**config.mk**
```make
export PLATFORM = sky130hd
export DESIGN_NAME = wav_stream_parser_downmix
export DESIGN_NICKNAME = d
export VERILOG_FILES = /design/src/hdl/wsp_pkg.sv /design/src/hdl/wsp_div.sv /design/src/hdl/wav_stream_parser_downmix.sv
export SDC_FILE = /design/constraint.sdc
export NUM_CORES = 1
export LEC_CHECK = 0
export ABC_AREA = 1
export BUFFER_PORTS_ARGS = -buffer_cell sky130_fd_sc_hd__buf_2
export CAP_MARGIN = 20
export CORE_MARGIN = 2
export CORE_UTILIZATION = 60
export DETAILED_ROUTE_END_ITERATION = 10
export PLACE_DENSITY = 0.78
export SYNTH_ARGS = -nofsm -noshare
export SYNTH_HDL_FRONTEND = slang
export SYNTH_HIERARCHICAL = 1
export SYNTH_SLANG_ARGS = --single-unit
```
**constraint.sdc**
```tcl
create_clock -name clk -period 9.6 [get_ports clk]
set_input_delay 0.96 -clock clk [delete_from_list [all_inputs] [get_ports clk]]
set_output_delay 0.96 -clock clk [all_outputs]
set_load 0.02 [all_outputs]
```
**src/hdl/wsp_pkg.sv**
```systemverilog
// wsp_pkg: types and constants for the wav stream parser
// used by every module under hdl
`default_nettype none
package wsp_pkg;
  typedef enum logic [3:0] {
    PH_HEADER, PH_CHUNKHDR, PH_FMT, PH_SKIP, PH_PAD,
    PH_DATA, PH_OK, PH_NOTRIFF, PH_BEFORE, PH_UNSUP
  } phase_t;

  typedef enum logic [2:0] {
    ST_OK = 3'd0, ST_NOTRIFF = 3'd1, ST_BEFORE = 3'd2, ST_UNSUP = 3'd3, ST_NODATA = 3'd4
  } status_t;

  // result sequencer of the top level
  typedef enum logic [1:0] {S_IDLE, S_DIV, S_STATUS} seq_t;

  localparam logic [31:0] TAG_RIFF = 32'h46464952;
  localparam logic [31:0] TAG_WAVE = 32'h45564157;
  localparam logic [31:0] TAG_FMT  = 32'h20746D66;
  localparam logic [31:0] TAG_DATA = 32'h61746164;

  localparam int SUM_W = 40;
  localparam int DIV_W = 16;
endpackage
`default_nettype wire

```
**src/hdl/wsp_div.sv**
```systemverilog
// wsp_div: restoring divider, one quotient bit per cycle, signed dividend
// depends on wsp_pkg
`default_nettype none
module wsp_div import wsp_pkg::*; (
  input  wire logic                    clk,
  input  wire logic                    rst_n,
  input  wire logic                    start,
  input  wire logic signed [SUM_W-1:0] dividend,
  input  wire logic        [DIV_W-1:0] divisor,
  output logic                         busy,
  output logic                         done,
  output logic signed [15:0]           quotient
);
  localparam int CNT_W = $clog2(SUM_W + 1);

  logic [SUM_W-1:0] quo_r, quo_nxt;
  logic [DIV_W:0]   rem_r, rem_nxt;
  logic [DIV_W-1:0] den_r;
  logic             neg_r;
  logic [CNT_W-1:0] cnt_r, cnt_nxt;
  logic             busy_r, busy_nxt, done_r, done_nxt;
  logic [DIV_W:0]   trial;
  logic [SUM_W-1:0] mag, qfin;

  assign mag = dividend[SUM_W-1] ? (~dividend + 1'b1) : dividend;
  assign trial = {rem_r[DIV_W-1:0], quo_r[SUM_W-1]};

  always_comb begin
    quo_nxt = quo_r;
    rem_nxt = rem_r;
    cnt_nxt = cnt_r;
    busy_nxt = busy_r;
    done_nxt = 1'b0;
    if (start) begin
      quo_nxt = mag;
      rem_nxt = '0;
      cnt_nxt = CNT_W'(SUM_W);
      busy_nxt = 1'b1;
    end else if (busy_r) begin
      // shift-subtract step
      if (trial >= {1'b0, den_r}) begin
        rem_nxt = trial - {1'b0, den_r};
        quo_nxt = {quo_r[SUM_W-2:0], 1'b1};
      end else begin
        rem_nxt = trial;
        quo_nxt = {quo_r[SUM_W-2:0], 1'b0};
      end
      cnt_nxt = cnt_r - 1'b1;
      if (cnt_r == CNT_W'(1)) begin
        busy_nxt = 1'b0;
        done_nxt = 1'b1;
      end
    end
  end

  always_ff @(posedge clk) begin
    if (!rst_n) begin
      busy_r <= 1'b0;
      done_r <= 1'b0;
      cnt_r <= '0;
    end else begin
      busy_r <= busy_nxt;
      done_r <= done_nxt;
      cnt_r <= cnt_nxt;
    end
    quo_r <= quo_nxt;
    rem_r <= rem_nxt;
    if (start) begin
      den_r <= divisor;
      neg_r <= dividend[SUM_W-1];
    end
  end

  assign qfin = neg_r ? (~quo_r + 1'b1) : quo_r;
  assign quotient = qfin[15:0];
  assign busy = busy_r;
  assign done = done_r;

  a_done_after_busy: assert property (@(posedge clk) disable iff (!rst_n)
    done_r |-> $past(busy_r)) else $error("done without busy");
  a_no_start_busy: assert property (@(posedge clk) disable iff (!rst_n)
    busy_r |-> cnt_r != '0) else $error("busy with zero count");
  a_done_ends: assert property (@(posedge clk) disable iff (!rst_n)
    done_r |-> !busy_r) else $error("done while busy");
endmodule
`default_nettype wire

```
**src/hdl/wav_stream_parser_downmix.sv**
```systemverilog
// wav_stream_parser_downmix: byte-serial RIFF/WAVE PCM16 parser with mono downmix
// depends on wsp_pkg and wsp_div
//
// Input channel: in_valid/in_stall with in_data_byte and in_end_of_file, one file
// byte per item. Result channel: out_valid/out_stall with sample and status fields.
// A byte that produces no result is taken and the block is ready again on the
// next cycle. A byte that completes a frame of two or more channels starts the
// serial divider: 40 quotient bits, one per cycle, after which the sample is
// presented. The end_of_file byte yields a status item (after the sample, if it
// also completes a frame). Each result is held in an output register until
// taken; while a result waits there no new byte is accepted. Reset (rst_n low,
// synchronous) returns the parser to the file header state and drops any
// pending result. After a status item the parser starts over for a new file.
`default_nettype none
module wav_stream_parser_downmix import wsp_pkg::*; (
  input  wire logic        clk,
  input  wire logic        rst_n,
  input  wire logic        in_valid,
  output logic             in_stall,
  input  wire logic [7:0]  in_data_byte,
  input  wire logic        in_end_of_file,
  output logic             out_valid,
  input  wire logic        out_stall,
  output logic             out_result_kind,
  output logic signed [15:0] out_mono_sample,
  output logic [2:0]       out_status_code,
  output logic [31:0]      out_rate_hz,
  output logic [15:0]      out_channel_count,
  output logic             out_last
);
  phase_t ph_r, ph_nxt;
  seq_t   sq_r, sq_nxt;
  logic [31:0] cnt_r, cnt_nxt, len_r, len_nxt, tag_r, tag_nxt, rate_r, rate_nxt;
  logic [15:0] fmtc_r, fmtc_nxt, nch_r, nch_nxt, bits_r, bits_nxt, chi_r, chi_nxt;
  logic        seen_r, seen_nxt, eofp_r, eofp_nxt;
  logic [7:0]  low_r, low_nxt;
  logic signed [SUM_W-1:0] sum_r, sum_nxt;
  logic [2:0]  code_r, code_nxt;
  logic signed [15:0] samp_r, samp_nxt;
  logic        ov_r, ov_nxt, okind_r, okind_nxt;
  logic        div_start, div_busy, div_done;
  logic signed [15:0] div_q;
  logic        acc;
  logic        go_div, emit;
  logic [31:0] cnt1;
  logic signed [15:0] s;
  logic signed [SUM_W-1:0] sum_add;
  logic [15:0] chi1;

  assign in_stall = (sq_r != S_IDLE) || ov_r;
  assign acc = in_valid && !in_stall;
  assign cnt1 = cnt_r + 32'd1;
  assign s = {in_data_byte, low_r};
  assign sum_add = sum_r + SUM_W'(s);
  assign chi1 = chi_r + 16'd1;

  function automatic logic [2:0] code_of(phase_t p);
    unique case (p)
      PH_HEADER, PH_NOTRIFF: code_of = ST_NOTRIFF;
      PH_DATA, PH_OK:        code_of = ST_OK;
      PH_BEFORE:             code_of = ST_BEFORE;
      PH_UNSUP:              code_of = ST_UNSUP;
      default:               code_of = ST_NODATA;
    endcase
  endfunction

  always_comb begin
    ph_nxt = ph_r; sq_nxt = sq_r; cnt_nxt = cnt_r; len_nxt = len_r; tag_nxt = tag_r;
    rate_nxt = rate_r; fmtc_nxt = fmtc_r; nch_nxt = nch_r; bits_nxt = bits_r;
    chi_nxt = chi_r; seen_nxt = seen_r; eofp_nxt = eofp_r; low_nxt = low_r;
    sum_nxt = sum_r; code_nxt = code_r; samp_nxt = samp_r; ov_nxt = ov_r;
    okind_nxt = okind_r; div_start = 1'b0;
    go_div = 1'b0; emit = 1'b0;
    if (ov_r && !out_stall) ov_nxt = 1'b0;
    unique case (sq_r)
      S_IDLE: begin
        if (acc) begin
          unique case (ph_r)
            PH_HEADER: begin
              tag_nxt = {in_data_byte, tag_r[31:8]};
              cnt_nxt = cnt1;
              if (cnt1 == 32'd4 && tag_nxt != TAG_RIFF) ph_nxt = PH_NOTRIFF;
              else if (cnt1 == 32'd12) begin
                ph_nxt = (tag_nxt == TAG_WAVE) ? PH_CHUNKHDR : PH_NOTRIFF;
                cnt_nxt = '0;
              end
            end
            PH_CHUNKHDR: begin
              if (cnt_r < 32'd4) tag_nxt = {in_data_byte, tag_r[31:8]};
              else len_nxt = {in_data_byte, len_r[31:8]};
              cnt_nxt = cnt1;
              if (cnt1 == 32'd8) begin
                cnt_nxt = '0;
                if (tag_r == TAG_FMT) begin
                  ph_nxt = (len_nxt == '0) ? PH_CHUNKHDR : PH_FMT;
                end else if (tag_r == TAG_DATA) begin
                  if (!seen_r) ph_nxt = PH_BEFORE;
                  else if (fmtc_r != 16'd1 || bits_r != 16'd16) ph_nxt = PH_UNSUP;
                  else ph_nxt = (len_nxt == '0) ? PH_OK : PH_DATA;
                  chi_nxt = '0;
                  sum_nxt = '0;
                end else if (len_nxt == '0) ph_nxt = PH_CHUNKHDR;
                else ph_nxt = PH_SKIP;
              end
            end
            PH_FMT: begin
              if (len_r >= 32'd16 && cnt_r < 32'd16) begin
                unique case (cnt_r[3:0])
                  4'd0:  fmtc_nxt = {8'd0, in_data_byte};
                  4'd1:  fmtc_nxt = {in_data_byte, fmtc_r[7:0]};
                  4'd2:  nch_nxt = {8'd0, in_data_byte};
                  4'd3:  nch_nxt = {in_data_byte, nch_r[7:0]};
                  4'd4:  rate_nxt = {24'd0, in_data_byte};
                  4'd5:  rate_nxt = {rate_r[31:16], in_data_byte, rate_r[7:0]};
                  4'd6:  rate_nxt = {rate_r[31:24], in_data_byte, rate_r[15:0]};
                  4'd7:  rate_nxt = {in_data_byte, rate_r[23:0]};
                  4'd14: bits_nxt = {8'd0, in_data_byte};
                  4'd15: begin
                    bits_nxt = {in_data_byte, bits_r[7:0]};
                    seen_nxt = 1'b1;
                  end
                  default: ;
                endcase
              end
              cnt_nxt = cnt1;
              if (cnt1 == len_r) begin ph_nxt = PH_CHUNKHDR; cnt_nxt = '0; end
            end
            PH_SKIP: begin
              cnt_nxt = cnt1;
              if (cnt1 == len_r) begin
                cnt_nxt = '0;
                ph_nxt = len_r[0] ? PH_PAD : PH_CHUNKHDR;
              end
            end
            PH_PAD: begin ph_nxt = PH_CHUNKHDR; cnt_nxt = '0; end
            PH_DATA: begin
              if (!cnt_r[0]) low_nxt = in_data_byte;
              else if (nch_r <= 16'd1) begin
                samp_nxt = s; emit = 1'b1;
              end else begin
                sum_nxt = sum_add;
                chi_nxt = chi1;
                if (chi1 == nch_r) begin
                  go_div = 1'b1;
                  sum_nxt = '0;
                  chi_nxt = '0;
                end
              end
              cnt_nxt = cnt1;
              if (cnt1 == len_r) ph_nxt = PH_OK;
            end
            default: ;
          endcase
          code_nxt = code_of(ph_nxt);
          eofp_nxt = in_end_of_file;
          if (go_div) begin
            div_start = 1'b1;
            sq_nxt = S_DIV;
          end else if (emit) begin
            ov_nxt = 1'b1; okind_nxt = 1'b0;
            sq_nxt = in_end_of_file ? S_STATUS : S_IDLE;
          end else if (in_end_of_file) begin
            ov_nxt = 1'b1; okind_nxt = 1'b1;
          end
        end else if (ov_r && !out_stall && okind_r) begin
          // status taken: start over for next file
          ph_nxt = PH_HEADER; cnt_nxt = '0; len_nxt = '0; tag_nxt = '0;
          rate_nxt = '0; fmtc_nxt = '0; nch_nxt = '0; bits_nxt = '0;
          seen_nxt = 1'b0; low_nxt = '0; chi_nxt = '0; sum_nxt = '0;
        end
      end
      S_DIV: begin
        if (div_done) begin
          samp_nxt = div_q;
          ov_nxt = 1'b1; okind_nxt = 1'b0;
          sq_nxt = eofp_r ? S_STATUS : S_IDLE;
        end
      end
      S_STATUS: begin
        if (!ov_r || !out_stall) begin
          ov_nxt = 1'b1; okind_nxt = 1'b1; sq_nxt = S_IDLE;
        end
      end
      default: sq_nxt = S_IDLE;
    endcase
  end

  always_ff @(posedge clk) begin
    if (!rst_n) begin
      ph_r <= PH_HEADER; sq_r <= S_IDLE; cnt_r <= '0; len_r <= '0; tag_r <= '0;
      rate_r <= '0; fmtc_r <= '0; nch_r <= '0; bits_r <= '0; chi_r <= '0;
      seen_r <= 1'b0; eofp_r <= 1'b0; low_r <= '0; sum_r <= '0; ov_r <= 1'b0;
      okind_r <= 1'b0;
    end else begin
      ph_r <= ph_nxt; sq_r <= sq_nxt; cnt_r <= cnt_nxt; len_r <= len_nxt;
      tag_r <= tag_nxt; rate_r <= rate_nxt; fmtc_r <= fmtc_nxt; nch_r <= nch_nxt;
      bits_r <= bits_nxt; chi_r <= chi_nxt; seen_r <= seen_nxt; eofp_r <= eofp_nxt;
      low_r <= low_nxt; sum_r <= sum_nxt; ov_r <= ov_nxt; okind_r <= okind_nxt;
    end
    code_r <= code_nxt;
    samp_r <= samp_nxt;
  end

  wsp_div u_div (
    .clk(clk), .rst_n(rst_n), .start(div_start), .dividend(sum_add),
    .divisor(nch_r), .busy(div_busy), .done(div_done), .quotient(div_q)
  );

  assign out_valid = ov_r;
  assign out_result_kind = okind_r;
  assign out_mono_sample = okind_r ? 16'sd0 : samp_r;
  assign out_status_code = okind_r ? code_r : 3'd0;
  assign out_rate_hz = rate_r;
  assign out_channel_count = nch_r;
  assign out_last = okind_r;

  a_div_state: assert property (@(posedge clk) disable iff (!rst_n)
    (sq_r == S_DIV) |-> (div_busy || div_done)) else $error("divider idle in div state");
  a_no_accept_busy: assert property (@(posedge clk) disable iff (!rst_n)
    (sq_r != S_IDLE) |-> !acc) else $error("byte taken while busy");
  a_status_last: assert property (@(posedge clk) disable iff (!rst_n)
    (ov_r && okind_r) |-> (code_r <= 3'd4)) else $error("bad status code");
endmodule
`default_nettype wire

```
**Word level (Yosys, flattened, before mapping)**

Cells that the tools add are included.
W data, S select, Z words.

- Reductions and logical operators: 47
- Order comparisons: 5
- Add/sub/neg operators: 7
- Eq/ne operators: 73
- Multiplexer cells: 137
- Bitwise operators: 4

Operators with widths:

| kind | count |
|---|---|
| $mux W32 | 17 |
| $mux W40 | 11 |
| $mux W16 | 25 |
| $pmux W16 S2 | 5 |
| $pmux W32 S5 | 1 |
| $pmux W32 S4 | 1 |
| $pmux W40 S2 | 1 |
| $eq A32 B31 Y1 const B | 2 |
| $eq A32 B4 Y1 const B | 2 |
| $pmux W32 S2 | 1 |
| $mux W4 | 14 |
| $add A40 B1 Y40 const B | 1 |
| $add A40 B16 Y40 | 1 |
| $not A40 Y40 | 1 |
| $mux W1 | 37 |
| $eq A4 B3 Y1 const B | 9 |
| $add A16 B1 Y16 const B | 2 |
| $add A32 B1 Y32 const B | 1 |
| $eq A32 B3 Y1 const B | 1 |
| $eq A32 B30 Y1 const B | 1 |
| $eq A32 B32 Y1 | 1 |
| $ge A32 B5 Y1 const B | 1 |
| $logic_not A32 Y1 | 1 |
| $lt A32 B3 Y1 const B | 1 |
| other kinds (46) | 135 |

- Output and inout port bits: 71
- Register bits after elaboration: 350

**Logic depth before layout (Yosys ltp)**

Gate-level depths: netlist of the first run.

- Word-level depth: 19
- Mapped depth: 26
- Gate-level depth less buffers: 26

**Cells and area by module**

The synthesis of the first run kept the hierarchy.

By module, submodules not included:

| module | cells each | instances | area each (µm²) | seq. area each (µm²) |
|---|---|---|---|---|
| wav_stream_parser_downmix | 2,662 | 1 | 17,017.6 | 5,575.3 |
| wsp_div | 822 | 1 | 5,796.8 | 2,192.1 |

**Worst setup path before layout of the first run**

OpenSTA, ideal clock, no wires.

- Path type: register -> register
- From: reg chi_r[0]
- To: reg u_div.quo_r[0] (enable)
- Arrival time: 4.823 ns
- Path buffers: 1
- Slack: 4.383 ns
- Library setup time: 0.394 ns
- Period minus slack after synthesis: 5.217 ns
- Stages on the path, launching flop included: 18
- Cells stage by stage: dfxtp_1 -> ha_1 -> nand2_1 -> nor2_1 -> nand3_1 -> nor2_1 -> nand3_1 -> nor2_1 -> xnor2_1 -> inv_1 -> nand2_1 -> inv_1 -> nor4_1 -> nand4_1 -> nor3_1 -> nor2_1 -> clkbuf_1 -> inv_1

- Longest elaborated chain between the ends: 12

Ends and longest elaborated chain:

| element | line | source |
|---|---|---|
| start: declaration | wav_stream_parser_downmix.sv:34 | `logic [15:0] fmtc_r, fmtc_nxt, nch_r, nch_nxt, bits_r, bits_nxt, chi_r, chi_nxt;` |
| start signal: assignment | wav_stream_parser_downmix.sv:197 | `bits_r <= bits_nxt; chi_r <= chi_nxt; seen_r <= seen_nxt; eofp_r <= eofp_nxt;` |
| $add A16 B1 Y16 | wav_stream_parser_downmix.sv:55 | `assign chi1 = chi_r + 16'd1;` |
| $eq A16 B16 Y1 | wav_stream_parser_downmix.sv:143 | `if (chi1 == nch_r) begin` |
| $mux W1 | wav_stream_parser_downmix.sv:143 |  |
| $mux W1 | wav_stream_parser_downmix.sv:138 | `else if (nch_r <= 16'd1) begin` |
| $mux W1 | wav_stream_parser_downmix.sv:137 | `if (!cnt_r[0]) low_nxt = in_data_byte;` |
| $mux W1 | wav_stream_parser_downmix.sv:78 | `unique case (ph_r)` |
| $mux W1 | wav_stream_parser_downmix.sv:77 | `if (acc) begin` |
| $mux W1 | wav_stream_parser_downmix.sv:75 | `unique case (sq_r)` |
| $mux W1 | wav_stream_parser_downmix.sv:156 | `if (go_div) begin` |
| $mux W1 | wav_stream_parser_downmix.sv:77 |  |
| $mux W1 | wav_stream_parser_downmix.sv:75 |  |
| net div_start | wav_stream_parser_downmix.sv:41 | `logic div_start, div_busy, div_done;` |
| $reduce_bool A2 Y1 (no line) | - |  |
| end signal: assignment | wsp_div.sv:66 | `quo_r <= quo_nxt;` |
| end: declaration | wsp_div.sv:16 | `logic [SUM_W-1:0] quo_r, quo_nxt;` |

The timed path passes the listed nets, and every way through them passes these cells. The select of a mux whose other input is x is not followed.
A chain may end at the register's enable or synchronous reset.

==> results of run 1 <==
## sequential cells by signal, summed over array words and instances, names as in the netlist, 2 cells and up
| name | cells |
|---|---|
| bits_r | 16 |
| chi_r | 16 |
| cnt_r | 32 |
| code_r | 3 |
| fmtc_r | 16 |
| len_r | 32 |
| low_r | 8 |
| out_channel_count | 16 |
| out_rate_hz | 32 |
| ph_r | 4 |
| samp_r | 16 |
| sq_r | 2 |
| sum_r | 40 |
| tag_r | 32 |
| u_div/cnt_r | 6 |
| u_div/den_r | 16 |
| u_div/quo_r | 40 |
| u_div/rem_r | 16 |
## worst paths after layout
check / startpoint / end / cells past startpoint
worst max register to register: cnt_r[0] / sum_r[23] / 21
worst min register to register: fmtc_r[12] / fmtc_r[12] / 2
worst min-delay path: fmtc_r[12] / fmtc_r[12] / 2
worst max-delay path: cnt_r[0] / sum_r[23] / 21
## area by class of cell
class / instances / share of cell area (%)
Multi-Input combinational cell: 2629 / 52.4
Sequential cell: 350 / 31.2
Inverter: 393 / 5.96
Clock buffer: 60 / 4.82
Tap cell: 511 / 2.57
Timing Repair Buffer: 108 / 2.53
Clock inverter: 15 / 0.548
## worst max-delay path, delay by kind of cell, from the launching register on
kind            cells  cell delay, ns
compound gates      1            0.09
fa+ha+maj           1            0.35
flops               1            0.55
buf+inv             4            0.99
simple gates       15            2.35
## power by group through the flow
stage	clock (mW)	sequential [mW]	combinational [mW]
after floorplan	0	1.58	0.360
after global placement	0	1.58	0.461
after detailed placement	0	1.58	0.470
after CTS	1.59	1.55	0.475
after global routing	1.65	1.55	0.543
final	1.58	1.55	0.491
## kinds of logic (layout without fill, tap and decap cells)
group	after synthesis	after routing	synth area share, %
and+or+nand+nor	1911	1911	35.9
adders and majority gates	71	71	3.96
xor gates and xnor gates	101	101	3.88
AOI/OAI and AO/OA	545	545	13.2
muxes	1	1	0.0439
DFF	350	350	34.0
buffers and inverters	505	576	8.92
## cell usage after synthesis (10+ instances only)
| cell | n |
|---|---|
| a211oi_1 | 36 |
| a21oi_1 | 307 |
| a21oi_2 | 10 |
| a31oi_1 | 18 |
| buf_2 | 13 |
| clkbuf_1 | 77 |
| dfxtp_1 | 274 |
| edfxtp_1 | 76 |
| ha_1 | 69 |
| inv_1 | 376 |
| nand2_1 | 1058 |
| nand2_2 | 18 |
| nand3_1 | 250 |
| nand3_2 | 11 |
| nand3b_1 | 23 |
| nand4_1 | 79 |
| nor2_1 | 371 |
| nor2_2 | 12 |
| nor3_1 | 32 |
| nor4_1 | 20 |
| o21a_1 | 12 |
| o21ai_0 | 112 |
| o22ai_1 | 13 |
| xnor2_1 | 30 |
| xor2_1 | 71 |
## layer usage
metal,share of wire (%),vias to the layer above
li1,-,11462
met1,43,10700
met2,45,1019
met3,8.3,192
met4,3.9,0
met5,0,-
==> qor.csv, run 1 <==
metric,value,unit
HPWL after DPL,50900,um
"Primary FF master, synth",dfxtp_1,
global-route total usage across every layer,34.7,%
Pre-antenna DRT Iters,9,
Avg Inst Size Synth,6.55,um2
share of layout cells above drive strength 1,7.45,%
"commonest non-fill, non-tap cell in the layout",nand2_1,
vias per inst,5.75,
worst path cell trace,ha_1 -> nand3_1 -> nor2_1 -> nand2_1 -> nand2_1 -> nand2_1 -> nand2_1 -> nor2_2 -> nand3_2 -> inv_2 -> nand2_1 -> nor2_2 -> nand2_1 -> nand2_1 -> nand2_2 -> buf_4 -> inv_2 -> nand2_4 -> clkinv_4 -> nand2_1 -> a21oi_1,
largest net degree at the start of global routing,86,
dpl cells,3988,
# H-tree levels,2,
sequential power share,42.8,%
Buffers on Ports,83,
"Max FO, Critical Path",57,
Yosys cell types,61,
RSZ-0062 raised after global routing,false,
Worst Setup End Kind,flip-flop,
highest-count cells in the layout ignoring fill and taps,"1058 x nand2_1, 376 x inv_1, 370 x nor2_1",
pre-CTS setup slack,4.87,ns
Final TNS setup,0,ns
Worst Slack Setup Final,5.06,ns
# hold bufs at CTS,0,
die height,199,um
slowest CP cell,nor2_1,
Synth area leader,dfxtp_1,
Initial Util,60.7,%
max cap viols,0,
Yosys reg bits,350,
Crit path largest cell delay,0.59,ns
fin util,66.3,%
Most common cell on crit path,nand2_1,
Reg area,0.00777,mm2
Area Overhead vs Synth,9.14,%
hold_ws,0.458,ns
Post-CTS Resized,0,
postcts setup bufs,0,
Clock Latency Late Sink,0.58,ns
Multi-input gate area,0.0130,mm2
Routed Antenna Nets,0,
vias after detailed routing,23373,
net switching power of the design,1.03,mW
Post-layout nets,3607,
FMAX,0.220,GHz
Synth top area share,24.0,%
minimum clock period,4.54,ns
Post-Synthesis Cells,3484,
Setup Skew,0.0277,ns
Area contributors post-synth,"dfxtp_1 24%, nand2_1 17%, edfxtp_1 10%, a21oi_1 6.7%, inv_1 6.2%",
Routability Congestion,1.00,
Final period util,47.3,%
CTS Buffer Depth,3,
Post-synth EDFFs,76,
row cnt,71,
Comb pwr share,13.6,%
Syn Nets,3568,
routed length per instance,17.1,um
die width,199,um
CP required,10.02,ns
Die Footprint,0.0396,mm2
power per cell area,145,mW/mm2
first-pass GRT wire length,110000,um
initial antenna violation count,1,
Layout Cells excl Fill,4066,
Post-synth ARST share,0,%
vias in the first global route,21489,
CTS tree,yes,
gr ovfl total,0,
Final Hold Fails,0,
GR Util met1,45.9,%
Slew @ Worst Pin,1.09,ns
switch share,28.6,%
CP Launch Type,flip-flop,
"Reg clk slew, reported paths",0.06,ns
core area,0.0376,mm2
Num Clock Sinks,350,
Static Leak,10.7,nW
met3 Usage GRT,5.36,%
CP Data Arrival Time,4.96,ns
met2 GRT Util,56.2,%
Clock Power Share,43.6,%
Detailed Route Iter0 Violations,2464,
global route hottest layer,met2,
DRC violations left,0,
Int Power,2.58,mW
Max-Slew Margin vs Limit,27.1,%
kind of critical path,flip-flop to flip-flop,
final instance area,0.0249,mm2
# setup viols final,0,
Inserted Clock Buffers,41,
Worst R2R Setup Slack,5.06,ns
YS warnings,6,
status,finished clean,
mapped cell area,0.0228,mm2
CTS root buffer,clkbuf_16,
Pins Over Slew Limit,0,
Filler Cell Count,3436,
placed inst area,0.0235,mm2
Ant. Diodes,0,
Tot Pwr,3.62,mW
Worst Hold Class,flip-flop to flip-flop,
sequential element share of the synthesized area,34.0,%
I/O pin count,84,
maximum vdd drop,0.103,mV
final WL,69400,um
(Power assumes the default switching activity.)
==> run 2, diff against run 1 <==
--- a/config.mk
+++ b/config.mk
@@ -5,13 +5,13 @@
 export SDC_FILE = /design/constraint.sdc
 export NUM_CORES = 1
 export LEC_CHECK = 0
-export ABC_AREA = 1
+export ABC_AREA = 0
 export BUFFER_PORTS_ARGS = -buffer_cell sky130_fd_sc_hd__buf_2
 export CAP_MARGIN = 20
 export CORE_MARGIN = 2
-export CORE_UTILIZATION = 60
+export CORE_UTILIZATION = 57
 export DETAILED_ROUTE_END_ITERATION = 10
-export PLACE_DENSITY = 0.78
+export PLACE_DENSITY = 0.77
 export SYNTH_ARGS = -nofsm -noshare
 export SYNTH_HDL_FRONTEND = slang
 export SYNTH_HIERARCHICAL = 1
==> constraint.sdc (replaced) <==
create_clock -name clk -period 3.8 [get_ports clk]
set_input_delay 0.38 -clock clk [delete_from_list [all_inputs] [get_ports clk]]
set_output_delay 0.38 -clock clk [all_outputs]
set_load 0.02 [all_outputs]
==> run 2 against run 1 <==
Compared with the run above:
- the flow now finishes with violations (negative setup slack)
- sequential share of layout area decreased by 3.5 points
- clock-buffer cell count decreased by 14
- core utilization increased by 10 points
- cell area increased by 13%
- flip-flop and latch count unchanged
- combinational power increased by 73%
- synthesized area decreased by 6.2%
- synthesized cell count decreased by 25%
- sequential power increased by 150%
- clock skew decreased by 0.010 ns
- critical endpoint is now u_div/quo_r[37]
==> qor.csv, run 2 <==
metric,value,unit
# hold bufs at CTS,0,
most frequent cells after synthesis,"343 x nor2_1, 274 x dfxtp_1, 227 x a21oi_1",
Clock Power Share,46.6,%
power per cell area,311,mW/mm2
row cnt,70,
initial antenna violation count,1,
highest-count cells in the layout ignoring fill and taps,"358 x buf_4, 332 x nor2_1, 260 x dfxtp_1",
vias in the first global route,21346,
Num Clock Sinks,350,
hold depth,3,
Detailed Route Iter0 Violations,2321,
# setup viols final,116,
Yosys reg bits,350,
Area contributors post-synth,"dfxtp_1 26%, edfxtp_1 11%, nor2_1 6.0%, a21oi_1 5.3%, ha_1 4.0%",
vias per inst,6.54,
Yosys cell types,92,
CP Data Arrival Time,4.73,ns
core area,0.0368,mm2
hold_ws,0.106,ns
Post-Synthesis Cells,2606,
Worst Slack Setup Final,-0.615,ns
final instance area,0.0281,mm2
Reg2Reg Capture Point,u_div/quo_r[37],
Final Hold Fails,0,
Avg Inst Size Synth,8.21,um2
I/O pin count,84,
Initial Util,58.2,%
Final period util,116,%
global-route total usage across every layer,36.3,%
max cap viols,0,
Post-synth EDFFs,76,
failing checks,negative setup slack,
Worst Setup End Kind,flip-flop,
Worst Hold Class,input port to flip-flop,
gr ovfl total,0,
Max-Slew Margin vs Limit,28.8,%
Int Power,6.57,mW
maximum vdd drop,0.403,mV
CTS tree,yes,
Routed Antenna Nets,0,
first-pass GRT wire length,113000,um
switch share,25.1,%
CP required,4.11,ns
CTS Buffer Depth,3,
worst-case hold path end point,eofp_r,
Synth area leader,dfxtp_1,
Filler Cell Count,2478,
Area Overhead vs Synth,31.5,%
Inserted Clock Buffers,39,
Comb pwr share,9.7,%
"count leader, synth",nor2_1,
Slew @ Worst Pin,1.06,ns
Post-synth ARST share,0,%
die height,198,um
FF-to-FF path depth,17,
minimum clock period,4.42,ns
largest net degree at the start of global routing,104,
YS warnings,6,
"commonest non-fill, non-tap cell in the layout",buf_4,
Die Footprint,0.0391,mm2
vias after detailed routing,22730,
Tot Pwr,8.76,mW
net switching power of the design,2.20,mW
Synth top area share,25.6,%
"Max FO, Critical Path",3,
Clock Latency Late Sink,0.56,ns
sequential element share of the synthesized area,36.3,%
Post-layout nets,3062,
Buffers on Ports,83,
RSZ-0062 raised after global routing,true,
Syn Nets,2690,
# H-tree levels,2,
top flop regs,"sum_r x40, u_div/quo_r x40",
sequential power share,43.7,%
mapped cell area,0.0214,mm2
kind of critical path,flip-flop to flip-flop,
status,finished with violations,
CP Launch Type,flip-flop,
final WL,76200,um
Pre-antenna DRT Iters,6,
Setup Skew,0.0176,ns
Hold Startpoint,in_end_of_file,
reg2reg start,sum_r[0],
Worst R2R Setup Slack,-0.62,ns
die width,198,um
share of layout cells above drive strength 1,28.0,%
HPWL after DPL,49600,um
"Primary FF master, synth",dfxtp_1,
Routability Congestion,0.995,
CTS root buffer,clkbuf_16,
routed length per instance,21.9,um
Static Leak,11.1,nW
"Reg clk slew, reported paths",0.06,ns
DRC violations left,0,
placed inst area,0.0245,mm2
Pins Over Slew Limit,0,
FMAX,0.226,GHz
run 2: cell count changes after synthesis, sizes merged, moves of 29 or more:
| cell | previous run | this run |
|---|---|---|
| clkbuf | 78 | 139 |
| mux2i | 1 | 55 |
| xnor2 | 30 | 86 |
| nand3 | 262 | 117 |
| nand4 | 79 | 38 |
| nor2b | 0 | 38 |
| inv | 385 | 59 |
| a31oi | 18 | 47 |
| nand2 | 1078 | 213 |
| nor4 | 21 | 59 |
| a22oi | 0 | 73 |
| a21oi | 317 | 227 |
| nor2 | 393 | 343 |
run 2: worst max-delay path: stages, from the launching register on:
cell and delay, ns:
dfxtp_2 0.34, ha_4 0.16, fa_2 0.33, a21o_1 0.18
a21oi_2 0.18, o21a_1 0.17, o2111a_2 0.24, o31ai_4 0.08
a311o_1 0.30, a21o_1 0.18, a21oi_2 0.18, xnor2_2 0.10
or4_4 0.53, or3_4 0.36, or3_4 0.37, o31ai_4 0.23
xor2_1 0.16, a21oi_1 0.08
run 2: kinds of logic after synthesis:
logic type / synth area share (%)
AND/OR/NAND/NOR: 24.4
XOR/XNOR: 7.01
multiplexers: 3.57
buffers and inverters: 4.24
AO/OA/AOI/OAI: 20.3
flip-flops: 36.3
adder cells (fa/ha/maj): 4.22
run 2: cell type report:
type | instances | area [um2] | area share (%)
Tap cell | 468 | 586 | 2.08
Multi-Input combinational cell | 2029 | 14100 | 50.2
Sequential cell | 350 | 7790 | 27.7
Antenna cell | 2 | 5.00 | 0.0178
Clock buffer | 46 | 1030 | 3.67
Timing Repair Buffer | 499 | 4040 | 14.4
Inverter | 59 | 230 | 0.818
Clock inverter | 24 | 323 | 1.15
run 2: per-stage QoR:
step	std cells	utilization [%]	TNS, ns	setup WS (ns)
after floorplan	2606	-	-4.30	-0.553
after global placement	3335	66.7	-31.28	-0.913
after detailed placement	3335	66.7	-36.15	-1.10
after CTS	3439	72.8	-7.53	-0.573
after global routing	3476	76.5	-27.08	-0.751
final	3477	76.5	-12.01	-0.615
run 2: repair_timing:
action / CTS / global route
setup endpoints to repair: 146 / 208
resized for setup: 117 / 212
setup buffers: 30 / 32
pin swaps: 78 / 140
gates cloned: 5 / 9
run 2: power by group through the flow:
stage                     logic (mW)  clock network (mW)  registers, mW
final                          0.847                4.09           3.83
after global routing           0.892                4.25           3.83
after global placement         0.685                   0           3.91
after floorplan                0.403                   0           3.91
after CTS                      0.733                4.10           3.83
after detailed placement       0.699                   0           3.91
run 2: worst max path at each step:
stage	from	to	slack [ns]
global placement	in_data_byte[7]	u_div/quo_r[36]	-0.91
detailed placement	in_data_byte[7]	u_div/quo_r[37]	-1.10
global route	sum_r[0]	u_div/quo_r[37]	-0.75
floorplan	low_r[0]	u_div/quo_r[37]	-0.55
CTS	sum_r[0]	u_div/quo_r[37]	-0.57
finish	sum_r[0]	u_div/quo_r[37]	-0.62
run 2: per-layer routing:
metal / up-vias / global-route usage [%] / part of all wire [%]
met2: 1298 / 60.4 / 47
li1: 10280 / - / -
met4: 0 / 18.2 / 5.9
met5: - / 0 / 0
met1: 10829 / 46.0 / 39
met3: 323 / 5.40 / 8.3
